`src/rtl/isots_pkg.sv`:
```
`default_nettype none
// ---------------------------------------------------------------------------
// isots_pkg
// Shared types, constants and helper functions of the timestamp parser.
// ---------------------------------------------------------------------------
package isots_pkg;

    // Result width and output bus width (whole bytes).
    localparam int MS_W       = 49;
    localparam int OUT_DATA_W = 56;

    // Default depth of the record queue between the parser and the date unit.
    localparam int QUEUE_DEPTH_DEF = 2;

    // Configuration register indexes.
    localparam logic [0:0] REG_MIN_TIME = 1'b0;
    localparam logic [0:0] REG_MAX_TIME = 1'b1;

    // Reset values of the window registers.
    localparam logic signed [MS_W-1:0] MIN_TIME_RST = -49'sd62167219200000;
    localparam logic signed [MS_W-1:0] MAX_TIME_RST = 49'sd253402300799000;

    // Date arithmetic constants.
    localparam logic signed [18:0] ERA_DAYS     = 19'sd146097;
    localparam logic signed [24:0] EPOCH_SHIFT  = 25'sd719468;
    localparam logic signed [17:0] DAY_SEC      = 18'sd86400;
    localparam logic signed [15:0] ERA_YEARS    = 16'sd400;
    localparam logic [12:0]        DIV400_RECIP = 13'd5243;
    localparam logic [5:0]         DIV100_RECIP = 6'd41;
    localparam logic [8:0]         YEAR_DAYS    = 9'd365;
    localparam logic [11:0]        HOUR_SEC     = 12'd3600;
    localparam logic [5:0]         MIN_SEC      = 6'd60;

    // One parsed timestamp, handed from the parser to the date unit.
    typedef struct packed {
        logic        ok;
        logic [13:0] year;
        logic [3:0]  month;
        logic [4:0]  day;
        logic [4:0]  hour;
        logic [5:0]  minute;
        logic [5:0]  second;
    } isots_rec_t;

    // Days before the first of a month in a year that starts in March.
    function automatic logic [8:0] month_offset(input logic [3:0] month);
        logic [8:0] off;
        begin
            unique case (month)
                4'd3:    off = 9'd0;
                4'd4:    off = 9'd31;
                4'd5:    off = 9'd61;
                4'd6:    off = 9'd92;
                4'd7:    off = 9'd122;
                4'd8:    off = 9'd153;
                4'd9:    off = 9'd184;
                4'd10:   off = 9'd214;
                4'd11:   off = 9'd245;
                4'd12:   off = 9'd275;
                4'd1:    off = 9'd306;
                4'd2:    off = 9'd337;
                default: off = 9'd0;
            endcase
            return off;
        end
    endfunction

endpackage
`default_nettype wire

```
`src/rtl/isots_front.sv`:
```
`default_nettype none
// ---------------------------------------------------------------------------
// isots_front
// Character parser: checks each character against its position, gathers the
// date and time digits and pushes one record per text into the queue.
// ---------------------------------------------------------------------------
module isots_front
    import isots_pkg::*;
(
    input  wire logic       clk,
    input  wire logic       rst_n,
    input  wire logic       s_axis_tvalid,
    output logic            s_axis_tready,
    input  wire logic [7:0] s_axis_tdata,   // [7:0] text_char
    input  wire logic       s_axis_tlast,   // last_char
    input  wire logic       q_full,
    output logic            q_push,
    output isots_rec_t      q_rec
);

    localparam logic [4:0] TEXT_LEN   = 5'd20;
    localparam logic [7:0] CHAR_ZERO  = 8'h30;
    localparam logic [7:0] CHAR_NINE  = 8'h39;
    localparam logic [7:0] CHAR_DASH  = 8'h2D;
    localparam logic [7:0] CHAR_T     = 8'h54;
    localparam logic [7:0] CHAR_COLON = 8'h3A;
    localparam logic [7:0] CHAR_Z     = 8'h5A;

    logic [4:0]  pos_reg, pos_next;
    logic        good_reg, good_next;
    logic [13:0] year_reg, year_next;
    logic [6:0]  month_reg, month_next;
    logic [6:0]  day_reg, day_next;
    logic [6:0]  hour_reg, hour_next;
    logic [6:0]  minute_reg, minute_next;
    logic [6:0]  second_reg, second_next;

    logic       accept;
    logic       is_sep;
    logic [7:0] sep_char;
    logic       is_digit;
    logic [3:0] digit;
    logic       rec_ok;

    function automatic logic [6:0] push7(input logic [6:0] acc, input logic [3:0] d);
        return 7'({acc, 3'b000} + {acc, 1'b0} + {3'b000, d});
    endfunction

    function automatic logic [13:0] push14(input logic [13:0] acc, input logic [3:0] d);
        return 14'({acc, 3'b000} + {acc, 1'b0} + {10'b0, d});
    endfunction

    // The queue takes a record in any cycle it has room.
    assign s_axis_tready = !q_full;
    assign accept        = s_axis_tvalid && s_axis_tready;

    // Separator expected at this position, if any.
    always_comb
    begin
        is_sep   = 1'b1;
        sep_char = CHAR_DASH;
        unique case (pos_reg)
            5'd4, 5'd7:   sep_char = CHAR_DASH;
            5'd10:        sep_char = CHAR_T;
            5'd13, 5'd16: sep_char = CHAR_COLON;
            5'd19:        sep_char = CHAR_Z;
            default:      is_sep   = 1'b0;
        endcase
    end

    assign is_digit = (s_axis_tdata >= CHAR_ZERO) && (s_axis_tdata <= CHAR_NINE);
    assign digit    = 4'(s_axis_tdata - CHAR_ZERO);

    // Position check and digit accumulation for the current character.
    always_comb
    begin
        pos_next    = pos_reg;
        good_next   = good_reg;
        year_next   = year_reg;
        month_next  = month_reg;
        day_next    = day_reg;
        hour_next   = hour_reg;
        minute_next = minute_reg;
        second_next = second_reg;
        if (pos_reg < TEXT_LEN)
        begin
            pos_next = 5'(pos_reg + 5'd1);
            if (is_sep)
            begin
                if (s_axis_tdata != sep_char)
                    good_next = 1'b0;
            end
            else if (!is_digit)
                good_next = 1'b0;
            else if (pos_reg < 5'd4)
                year_next = push14(year_reg, digit);
            else if (pos_reg < 5'd7)
                month_next = push7(month_reg, digit);
            else if (pos_reg < 5'd10)
                day_next = push7(day_reg, digit);
            else if (pos_reg < 5'd13)
                hour_next = push7(hour_reg, digit);
            else if (pos_reg < 5'd16)
                minute_next = push7(minute_reg, digit);
            else
                second_next = push7(second_reg, digit);
        end
        else
            good_next = 1'b0;
    end

    // Length, format and field range verdict for a text ending here.
    assign rec_ok = (pos_reg == 5'(TEXT_LEN - 5'd1)) && good_next
                 && (month_next >= 7'd1) && (month_next <= 7'd12)
                 && (day_next >= 7'd1) && (day_next <= 7'd31)
                 && (hour_next <= 7'd23) && (minute_next <= 7'd59)
                 && (second_next <= 7'd60);

    // Record handed to the date unit; a leap second reads as 59.
    always_comb
    begin
        q_rec.ok     = rec_ok;
        q_rec.year   = year_next;
        q_rec.month  = month_next[3:0];
        q_rec.day    = day_next[4:0];
        q_rec.hour   = hour_next[4:0];
        q_rec.minute = minute_next[5:0];
        q_rec.second = (second_next > 7'd59) ? 6'd59 : second_next[5:0];
    end

    assign q_push = accept && s_axis_tlast;

    // Parser state; a last character starts the next text afresh.
    always_ff @(posedge clk or negedge rst_n)
    begin
        if (!rst_n)
        begin
            pos_reg    <= '0;
            good_reg   <= 1'b1;
            year_reg   <= '0;
            month_reg  <= '0;
            day_reg    <= '0;
            hour_reg   <= '0;
            minute_reg <= '0;
            second_reg <= '0;
        end
        else if (accept)
        begin
            if (s_axis_tlast)
            begin
                pos_reg    <= '0;
                good_reg   <= 1'b1;
                year_reg   <= '0;
                month_reg  <= '0;
                day_reg    <= '0;
                hour_reg   <= '0;
                minute_reg <= '0;
                second_reg <= '0;
            end
            else
            begin
                pos_reg    <= pos_next;
                good_reg   <= good_next;
                year_reg   <= year_next;
                month_reg  <= month_next;
                day_reg    <= day_next;
                hour_reg   <= hour_next;
                minute_reg <= minute_next;
                second_reg <= second_next;
            end
        end
    end

    // The position counter saturates at the text length.
    assert property (@(posedge clk) disable iff (!rst_n) pos_reg <= TEXT_LEN)
        else $error("position counter ran past the text length");

    // A record is only pushed while the queue has room.
    assert property (@(posedge clk) disable iff (!rst_n) q_push |-> !q_full)
        else $error("record pushed into a full queue");

endmodule
`default_nettype wire

```
`src/rtl/isots_fifo.sv`:
```
`default_nettype none
// ---------------------------------------------------------------------------
// isots_fifo
// Short record queue between the parser and the date unit.
// ---------------------------------------------------------------------------
module isots_fifo
    import isots_pkg::*;
#(
    parameter int DEPTH = QUEUE_DEPTH_DEF
)
(
    input  wire logic        clk,
    input  wire logic        rst_n,
    input  wire logic        push,
    input  wire isots_rec_t  push_rec,
    input  wire logic        pop,
    output isots_rec_t       head_rec,
    output logic             full,
    output logic             empty
);

    localparam int PTR_W = (DEPTH > 1) ? $clog2(DEPTH) : 1;
    localparam int CNT_W = $clog2(DEPTH + 1);
    localparam logic [PTR_W-1:0] LAST_PTR = PTR_W'(DEPTH - 1);
    localparam logic [CNT_W-1:0] FULL_CNT = CNT_W'(DEPTH);

    isots_rec_t       slot_reg [DEPTH];
    logic [PTR_W-1:0] wr_ptr_reg, rd_ptr_reg;
    logic [CNT_W-1:0] count_reg;
    logic             do_push, do_pop;

    assign full     = (count_reg == FULL_CNT);
    assign empty    = (count_reg == '0);
    assign do_push  = push && !full;
    assign do_pop   = pop && !empty;
    assign head_rec = slot_reg[rd_ptr_reg];

    // Storage slots.
    always_ff @(posedge clk)
    begin
        if (do_push)
            slot_reg[wr_ptr_reg] <= push_rec;
    end

    // Pointers and fill count.
    always_ff @(posedge clk or negedge rst_n)
    begin
        if (!rst_n)
        begin
            wr_ptr_reg <= '0;
            rd_ptr_reg <= '0;
            count_reg  <= '0;
        end
        else
        begin
            if (do_push)
                wr_ptr_reg <= (wr_ptr_reg == LAST_PTR) ? '0 : PTR_W'(wr_ptr_reg + 1'b1);
            if (do_pop)
                rd_ptr_reg <= (rd_ptr_reg == LAST_PTR) ? '0 : PTR_W'(rd_ptr_reg + 1'b1);
            if (do_push && !do_pop)
                count_reg <= CNT_W'(count_reg + 1'b1);
            else if (do_pop && !do_push)
                count_reg <= CNT_W'(count_reg - 1'b1);
        end
    end

endmodule
`default_nettype wire

```
`src/rtl/isots_back.sv`:
```
`default_nettype none
// ---------------------------------------------------------------------------
// isots_back
// Date unit: turns one parsed record into Unix milliseconds over a short
// sequence of steps, checks the window and holds the result for the output.
// ---------------------------------------------------------------------------
module isots_back
    import isots_pkg::*;
(
    input  wire logic                   clk,
    input  wire logic                   rst_n,
    input  wire isots_rec_t             rec,
    input  wire logic                   rec_valid,
    output logic                        rec_pop,
    input  wire logic signed [MS_W-1:0] min_time_ms,
    input  wire logic signed [MS_W-1:0] max_time_ms,
    output logic                        m_axis_tvalid,
    input  wire logic                   m_axis_tready,
    output logic [OUT_DATA_W-1:0]       m_axis_tdata,  // [48:0] epoch_ms, rest zero
    output logic                        m_axis_tuser   // parse_ok
);

    typedef enum logic [3:0] {
        ST_IDLE,
        ST_ERA,
        ST_YOE,
        ST_DOE,
        ST_DAYS,
        ST_SEC,
        ST_MS,
        ST_WIN,
        ST_OUT
    } state_t;

    state_t                  state_reg;
    isots_rec_t              rec_reg;
    logic                    out_valid_reg;
    logic                    out_ok_reg;
    logic signed [MS_W-1:0]  out_ms_reg;

    logic signed [14:0]      y_reg, y_next;
    logic signed [5:0]       era_reg, era_next;
    logic [8:0]              yoe_reg, yoe_next;
    logic [8:0]              doy_reg, doy_next;
    logic [17:0]             doe_reg, doe_next;
    logic signed [22:0]      days_reg, days_next;
    logic signed [38:0]      secs_reg, secs_next;
    logic signed [MS_W-1:0]  ms_reg, ms_next;

    logic [26:0]             era_prod;
    logic signed [15:0]      yoe_full;
    logic [14:0]             q100_prod;
    logic signed [24:0]      era_days;
    logic signed [24:0]      days_full;
    logic [16:0]             tod_sec;
    logic                    in_window;
    logic                    out_free;

    assign out_free = !out_valid_reg || m_axis_tready;
    assign rec_pop  = (state_reg == ST_IDLE) && rec_valid;

    // Year shifted to a March start and its 400-year era.
    always_comb
    begin
        y_next   = 15'($signed({1'b0, rec_reg.year}) - ((rec_reg.month <= 4'd2) ? 15'sd1 : 15'sd0));
        era_prod = 27'(y_reg[13:0] * DIV400_RECIP);
        era_next = y_reg[14] ? -6'sd1 : $signed(era_prod[26:21]);
    end

    // Year of era and day of the March-based year.
    always_comb
    begin
        yoe_full = 16'(y_reg - era_reg * ERA_YEARS);
        yoe_next = yoe_full[8:0];
        doy_next = 9'(month_offset(rec_reg.month) + {4'b0, rec_reg.day} - 9'd1);
    end

    // Day of era.
    always_comb
    begin
        q100_prod = 15'(yoe_reg * DIV100_RECIP);
        doe_next  = 18'(yoe_reg * YEAR_DAYS) + 18'(yoe_reg >> 2)
                  - 18'(q100_prod[14:12]) + 18'(doy_reg);
    end

    // Days since the epoch.
    always_comb
    begin
        era_days  = 25'(era_reg * ERA_DAYS);
        days_full = era_days + $signed({7'b0, doe_reg}) - EPOCH_SHIFT;
        days_next = days_full[22:0];
    end

    // Seconds since the epoch.
    always_comb
    begin
        tod_sec   = 17'(rec_reg.hour * HOUR_SEC) + 17'(rec_reg.minute * MIN_SEC)
                  + 17'(rec_reg.second);
        secs_next = 39'(days_reg * DAY_SEC) + $signed({22'b0, tod_sec});
    end

    // Milliseconds: times 1000 as 1024 - 16 - 8.
    always_comb
    begin
        ms_next = MS_W'({{(MS_W-39){secs_reg[38]}}, secs_reg} <<< 10)
                - MS_W'({{(MS_W-39){secs_reg[38]}}, secs_reg} <<< 4)
                - MS_W'({{(MS_W-39){secs_reg[38]}}, secs_reg} <<< 3);
    end

    assign in_window = (ms_reg >= min_time_ms) && (ms_reg <= max_time_ms);

    // Arithmetic stage registers.
    always_ff @(posedge clk)
    begin
        if (rec_pop)
            rec_reg <= rec;
        unique case (state_reg)
            ST_ERA:
            begin
                y_reg <= y_next;
            end
            ST_YOE:
            begin
                era_reg <= era_next;
            end
            ST_DOE:
            begin
                yoe_reg <= yoe_next;
                doy_reg <= doy_next;
            end
            ST_DAYS:
            begin
                doe_reg <= doe_next;
            end
            ST_SEC:
            begin
                days_reg <= days_next;
            end
            ST_MS:
            begin
                secs_reg <= secs_next;
            end
            ST_WIN:
            begin
                ms_reg <= ms_next;
            end
            default:
            begin
            end
        endcase
    end

    // Sequencer and output register.
    always_ff @(posedge clk or negedge rst_n)
    begin
        if (!rst_n)
        begin
            state_reg     <= ST_IDLE;
            out_valid_reg <= 1'b0;
            out_ok_reg    <= 1'b0;
            out_ms_reg    <= '0;
        end
        else
        begin
            // A taken word frees the output unless a new one is loaded now.
            if (out_valid_reg && m_axis_tready && (state_reg != ST_OUT))
                out_valid_reg <= 1'b0;
            unique case (state_reg)
                ST_IDLE: if (rec_valid) state_reg <= ST_ERA;
                ST_ERA:  state_reg <= ST_YOE;
                ST_YOE:  state_reg <= ST_DOE;
                ST_DOE:  state_reg <= ST_DAYS;
                ST_DAYS: state_reg <= ST_SEC;
                ST_SEC:  state_reg <= ST_MS;
                ST_MS:   state_reg <= ST_WIN;
                ST_WIN:  state_reg <= ST_OUT;
                ST_OUT:
                begin
                    if (out_free)
                    begin
                        out_valid_reg <= 1'b1;
                        out_ok_reg    <= rec_reg.ok && in_window;
                        out_ms_reg    <= (rec_reg.ok && in_window) ? ms_reg : '0;
                        state_reg     <= ST_IDLE;
                    end
                end
                default: state_reg <= ST_IDLE;
            endcase
        end
    end

    assign m_axis_tvalid = out_valid_reg;
    assign m_axis_tuser  = out_ok_reg;
    assign m_axis_tdata  = {{(OUT_DATA_W-MS_W){1'b0}}, out_ms_reg};

    // A refused text always reports zero.
    assert property (@(posedge clk) disable iff (!rst_n)
        (out_valid_reg && !out_ok_reg) |-> (out_ms_reg == '0))
        else $error("refused result carries a nonzero time");

    // An accepted result lies inside the configured window.
    assert property (@(posedge clk) disable iff (!rst_n)
        (out_valid_reg && out_ok_reg) |->
        ((out_ms_reg >= min_time_ms) && (out_ms_reg <= max_time_ms)))
        else $error("accepted result outside the window");

    // A finished result waits while the output register is still occupied.
    assert property (@(posedge clk) disable iff (!rst_n)
        (state_reg == ST_OUT && out_valid_reg && !m_axis_tready) |=> (state_reg == ST_OUT))
        else $error("result overwrote an untaken output");

    // A record is only taken while the sequencer is idle.
    assert property (@(posedge clk) disable iff (!rst_n)
        rec_pop |-> (state_reg == ST_IDLE))
        else $error("record taken mid-sequence");

endmodule
`default_nettype wire

```
`src/rtl/iso_timestamp_to_epoch_ms_top.sv`:
```
`default_nettype none
// ---------------------------------------------------------------------------
// iso_timestamp_to_epoch_ms_top
// Parses UTC timestamps of the form YYYY-MM-DDTHH:MM:SSZ, one character per
// word, and returns the Unix time in milliseconds with a valid flag.
//
//   Channel   Direction  Payload                          Word
//   s_axis    in         tdata[7:0] char, tlast end mark  one character
//   m_axis    out        tdata[48:0] ms, tuser ok flag    one result
//   cfg       in         index 0 min_time_ms, 1 max       one register write
//
// The parser takes one character per cycle; a text is 20 characters. The date
// unit takes a record only when idle and handles it in one pass of its step
// sequencer. The record queue lets the parser run on while the date unit
// works or the output stalls; the input stalls only when the queue is full.
// Reset clears the parser, the queue and the output, and restores the window.
// ---------------------------------------------------------------------------
module iso_timestamp_to_epoch_ms_top
    import isots_pkg::*;
#(
    parameter int QUEUE_DEPTH = QUEUE_DEPTH_DEF
)
(
    input  wire logic                  clk,
    input  wire logic                  rst_n,
    input  wire logic                  s_axis_tvalid,
    output logic                       s_axis_tready,
    input  wire logic [7:0]            s_axis_tdata,   // [7:0] text_char
    input  wire logic                  s_axis_tlast,   // last_char
    output logic                       m_axis_tvalid,
    input  wire logic                  m_axis_tready,
    output logic [OUT_DATA_W-1:0]      m_axis_tdata,   // [48:0] epoch_ms, rest zero
    output logic                       m_axis_tuser,   // parse_ok
    input  wire logic                  cfg_valid,
    output logic                       cfg_ready,
    input  wire logic [0:0]            cfg_index,
    input  wire logic [MS_W-1:0]       cfg_data
);

    logic signed [MS_W-1:0] min_time_reg;
    logic signed [MS_W-1:0] max_time_reg;
    isots_rec_t             push_rec;
    isots_rec_t             head_rec;
    logic                   q_push;
    logic                   q_pop;
    logic                   q_full;
    logic                   q_empty;

    // Window registers; writes are always taken.
    assign cfg_ready = 1'b1;

    always_ff @(posedge clk or negedge rst_n)
    begin
        if (!rst_n)
        begin
            min_time_reg <= MIN_TIME_RST;
            max_time_reg <= MAX_TIME_RST;
        end
        else if (cfg_valid && cfg_ready)
        begin
            unique case (cfg_index)
                REG_MIN_TIME: min_time_reg <= $signed(cfg_data);
                REG_MAX_TIME: max_time_reg <= $signed(cfg_data);
                default:      ;
            endcase
        end
    end

    isots_front u_front (
        .clk           (clk),
        .rst_n         (rst_n),
        .s_axis_tvalid (s_axis_tvalid),
        .s_axis_tready (s_axis_tready),
        .s_axis_tdata  (s_axis_tdata),
        .s_axis_tlast  (s_axis_tlast),
        .q_full        (q_full),
        .q_push        (q_push),
        .q_rec         (push_rec)
    );

    isots_fifo #(
        .DEPTH (QUEUE_DEPTH)
    ) u_fifo (
        .clk      (clk),
        .rst_n    (rst_n),
        .push     (q_push),
        .push_rec (push_rec),
        .pop      (q_pop),
        .head_rec (head_rec),
        .full     (q_full),
        .empty    (q_empty)
    );

    isots_back u_back (
        .clk           (clk),
        .rst_n         (rst_n),
        .rec           (head_rec),
        .rec_valid     (!q_empty),
        .rec_pop       (q_pop),
        .min_time_ms   (min_time_reg),
        .max_time_ms   (max_time_reg),
        .m_axis_tvalid (m_axis_tvalid),
        .m_axis_tready (m_axis_tready),
        .m_axis_tdata  (m_axis_tdata),
        .m_axis_tuser  (m_axis_tuser)
    );

endmodule
`default_nettype wire
```
`config.mk`:
```
export PLATFORM = sky130hd
export DESIGN_NAME = iso_timestamp_to_epoch_ms_top
export DESIGN_NICKNAME = d
export VERILOG_FILES = /design/src/rtl/isots_pkg.sv /design/src/rtl/isots_front.sv /design/src/rtl/isots_fifo.sv /design/src/rtl/isots_back.sv /design/src/rtl/iso_timestamp_to_epoch_ms_top.sv
export SDC_FILE = /design/constraint.sdc
export NUM_CORES = 2
export LEC_CHECK = 0
export ABC_AREA = 1
export ABC_CLOCK_PERIOD_IN_PS = 15800
export BUFFER_PORTS_ARGS = -buffer_cell sky130_fd_sc_hd__buf_2
export CAP_MARGIN = 0
export CORE_MARGIN = 10
export CORE_UTILIZATION = 60
export DETAILED_ROUTE_END_ITERATION = 12
export PLACE_DENSITY_LB_ADDON = 0.08
export SLEW_MARGIN = 0
export SYNTH_ARGS = -nofsm -noshare
export SYNTH_HDL_FRONTEND = slang
export SYNTH_SLANG_ARGS = --single-unit
```
`constraint.sdc`:
```
create_clock -name clk -period 15.8 [get_ports clk]
set_input_delay 1.58 -clock clk [delete_from_list [all_inputs] [get_ports clk]]
set_output_delay 1.58 -clock clk [all_outputs]
set_load 0.05 [all_outputs]
```
==> results by stage <==
Status:
- The flow ran to the end, and the final reports show no timing, DRC or antenna violations.

Global routing:
- The initial antenna violation count is 2.
- The total routing usage reported by global routing is 24.92%.
- The global route total overflow is 0.
- The number of global-route vias before repair is 33.82k.
- The maximum number of pins on one net before global-route repair is 99.
- The global-route wire length before repair is 175,100 um.

Timing:
- The peak clock frequency supported by timing is 149.1 MHz.
- Setup violations remaining at the end of the flow were counted as 0.
- On the final layout, the worst clock skew is 29.83 ps.
- Subtracting the final worst setup slack from the clock period gives 6709 ps.
- The final-report max-slew violation count is 0.
- Headroom to the max-slew limit came out at 22.15%.
- Setup repair after global routing left no endpoint under its margin.
- The actual slew at the worst max-slew pin is 1166 ps.
- The final number of hold-violating endpoints is 0.
- In the post-route analysis, the smallest setup slack over all paths is 9091 ps.
- In the final timing run, aggregate negative setup slack is 0 ps.
- After layout, the worst path uses 42.46% of the clock period.

Drt:
- After the first detailed-routing iteration, the DRC count stood at 2,029.
- The via count normalized by instance count is 5.363.
- The total via count after detailed routing is 33.85k.
- The wire length reported by the detailed router is 106,100 um.
- Once detail routing completed, the nets flagged for antenna violations numbered 0.
- The routed wirelength normalized by instance count is 16.81 um.
- The final routed DRC violation total is 0.
- The number of detailed-route iterations in the first pass is 6.

Cells and area:
- Across the whole layout, storage elements account for 13,940 um2.
- After filler insertion, the fill cell instance count of the layout stands at 6,247.
- The post-route core utilization is 65.89%.
- The diode insertion count for antenna repair is 0.
- Of the cells placed in the final design, the portion with a size suffix greater than 1 is 6.969%.
- The flip-flop count of the largest register after layout is 82.
- The footprint of the multi-input gates is 26,510 um2.
- The synthesis-to-finish area growth is 8.144%.
- The number of nets in the layout is 6,293.

Yosys:
- Yosys printed 0 warnings.
- The cell area after synthesis is 44,680 um2.
- By area the synthesized netlist is led by edfxtp_1 19%, ha_1 18%, fa_1 12%.
- The complex-gate fraction of the synthesized area is 7.609%.
- Counting flops with a built-in enable in the synthesized netlist gives 288.
- In this run the mean area of a mapped cell was 8.631 um2.
- Of all flip-flops after synthesis, the portion carrying an async set or reset was 42.05%.
- The most common flop cell mapped by yosys is edfxtp_1.
- The sequential cell area fraction in the yosys report is 31.20%.
- The largest family of logic cells by synthesized area is adder cells.
- Summing the areas of all fa, ha and maj instances in the mapped netlist gives 30.43% of the synthesized area.
- Of the total synthesized cell area, the portion taken by XOR and XNOR cells is 3.666%.
- The portion of synthesized cell area occupied by the leading cell type is 19.36%.
- The library cell with the largest summed area after synthesis is edfxtp_1.
- Measured against the total synthesized area, the mux share comes to 0.02241%.
- Of the total synthesized cell area, the portion taken by AND, OR, NAND and NOR gates is 17.41%.
- After synthesis the netlist holds a flip-flop and latch count of 497.
- The post-synthesis cell type count is 64.
- The gate count of the mapped netlist is 5,176.

Setup path:
- The type of destination of the critical path is a flop.
- Of all nets on the critical path, the largest fanout is 10.
- The end of the worst register-to-register path is u_back.doe_reg[17]$_DFFE_PP_.
- The type of origin of the critical path is a flop.
- The internal reg-to-reg setup slack is 9090 ps.
- The critical setup path kind is reg -> reg.
- The cell count of the worst reg-to-reg path is 25.
- At the worst endpoint, the arrival time is 7070 ps.
- The most critical setup path has its endpoint at u_back.doe_reg[17]$_DFFE_PP_.
- Data on the critical path is required at its endpoint by 16,160 ps.
- The launching instance or port of the critical path is u_back.yoe_reg[4]$_DFFE_PP_.
- In this run the critical register-to-register path is launched from u_back.yoe_reg[4]$_DFFE_PP_.

Floorplan:
- The die extent in x is 292.9 um.
- The starting density of the core is 60.92%.
- The floorplan step defined a die boundary enclosing 85,770 um2.
- The core area is 73,330 um2.
- The number of cell rows is 99.
- The I/O pin total is 124.
- The vertical die dimension is 292.9 um.

Clock network:
- CTS built an H-tree with a depth of 2.
- Clock tree synthesis inserted a total of 56 buffers.
- In this run, post-CTS hold repair placed 0 buffers.
- Once the clock tree was built, the resizer swapped 0 gates to a different size.
- TritonCTS built the clock tree.
- The longest clock path from root to sink contains 3 buffers.
- In this run the post-CTS setup repair buffer count came out at 0.
- The tree is rooted in a clkbuf_16.
- The later pin in the worst-skew pair is clocked with a latency of 630 ps.
- The tree built by TritonCTS fans out to 497 sinks.
- After clock tree synthesis, the clock-pin slew on the worst setup and hold paths is 70 ps.

Place:
- Routability-driven placement finished with a final weighted congestion of 0.9141.
- Before CTS, the worst setup slack after placement is 9100 ps.
- After legalization and detailed placement, the total HPWL measured 86,050 um.
- The count of port buffers added during placement is 112.

Run:
- Across the run, the number of max-cap violations was 0.

Worst hold path:
- The kind of path behind the tightest hold check is reg -> reg.
synthesized netlist by cell type (24+ instances only):
library cell     n
o22ai_1         24
nand4_1         62
nor3_1          39
o21ai_0        238
inv_1         1041
fa_1           271
a21oi_1        226
nand2_1       1176
clkbuf_1        41
dfrtp_1        160
dfstp_2         49
edfxtp_1       288
ha_1           653
xor2_1         132
nor2_1         247
nand3_1        206
xnor2_1         55
critical path, stage by stage (launching register included):
cell      delay (ps)
edfxtp_1         610
ha_1             400
fa_1             460
ha_1             300
ha_1             310
a21oi_1          110
a21boi_0         250
o21ai_0          190
a21o_1           230
xnor2_1          140
ha_1             160
inv_1             40
fa_1             410
fa_1             520
fa_1             600
inv_1             60
ha_1             270
nand3_1           70
nand2_1          100
a21oi_1          100
o21ai_0          240
a21boi_0         180
o21ai_0          360
nand3b_1         160
nand3_1          100
nand2_1           50
worst min-delay path by stage:
stage / from / end / slack (ps) / cells after the start
finish: u_back.rec_reg[1]$_DFFE_PP_ / u_back.secs_reg[1]$_DFFE_PP_ / 420 / 0
global route: u_back.rec_reg[1]$_DFFE_PP_ / u_back.secs_reg[1]$_DFFE_PP_ / 430 / 0
CTS: u_back.rec_reg[1]$_DFFE_PP_ / u_back.secs_reg[1]$_DFFE_PP_ / 420 / 0
detailed placement: u_back.rec_reg[1]$_DFFE_PP_ / u_back.secs_reg[1]$_DFFE_PP_ / 410 / 0
global placement: u_back.rec_reg[1]$_DFFE_PP_ / u_back.secs_reg[1]$_DFFE_PP_ / 410 / 0
floorplan: u_back.rec_reg[0]$_DFFE_PP_ / u_back.secs_reg[0]$_DFFE_PP_ / 400 / 0
routing by layer:
layer,global-route usage (%),wire length [um]
met1,34.54,49720
met2,41.76,49830
met3,2.602,4402
met4,5.570,2148
met5,0,0
cell type report:
cell class,instances,area share (%)
Timing Repair Buffer,131,1.476
Inverter,1052,8.186
Clock inverter,34,0.8339
Multi-Input combinational cell,3567,54.88
Sequential cell,497,28.85
Clock buffer,71,3.289
Tap cell,959,2.484
metrics by stage:
step / hold slack (ps) / std cells / area, um2
3_3_place_gp: 405.9 / 6206 / 46320
5_1_grt: 430.4 / 6311 / 48310
4_1_cts: 421.0 / 6311 / 48310
6_report: 420.4 / 6311 / 48310
2_1_floorplan: 400.3 / 5185 / 44710
3_5_place_dp: 407.2 / 6206 / 46320
cells by family (layout without fill, tap and decap cells):
logic type                 Yosys count  count (layout)
and+or+nand+nor                   1834            1834
buffers and inverters             1121            1288
adders and majority gates          924             924
AOI/OAI and AO/OA                  610             610
DFF                                497             497
xor gates and xnor gates           187             187
other                                2              11
muxes                                1               1
layout by cell type, fill, tap and decap left out, types with 38 or more instances in the layout:
| cell | synthesis | routed |
|---|---|---|
| nand2_1 | 1176 | 1173 |
| inv_1 | 1041 | 1041 |
| ha_1 | 653 | 653 |
| edfxtp_1 | 288 | 288 |
| fa_1 | 271 | 271 |
| nor2_1 | 247 | 241 |
| o21ai_0 | 238 | 238 |
| a21oi_1 | 226 | 226 |
| nand3_1 | 206 | 206 |
| dfrtp_1 | 160 | 160 |
| xor2_1 | 132 | 132 |
| buf_2 | 6 | 111 |
| nand4_1 | 62 | 62 |
| clkbuf_16 | 0 | 57 |
| xnor2_1 | 55 | 55 |
| dfstp_2 | 49 | 49 |
| nor3_1 | 39 | 38 |
Power is left out: the tool's default activity adds up to more than one toggle a clock period on the data nets, which glitch-free logic cannot reach.
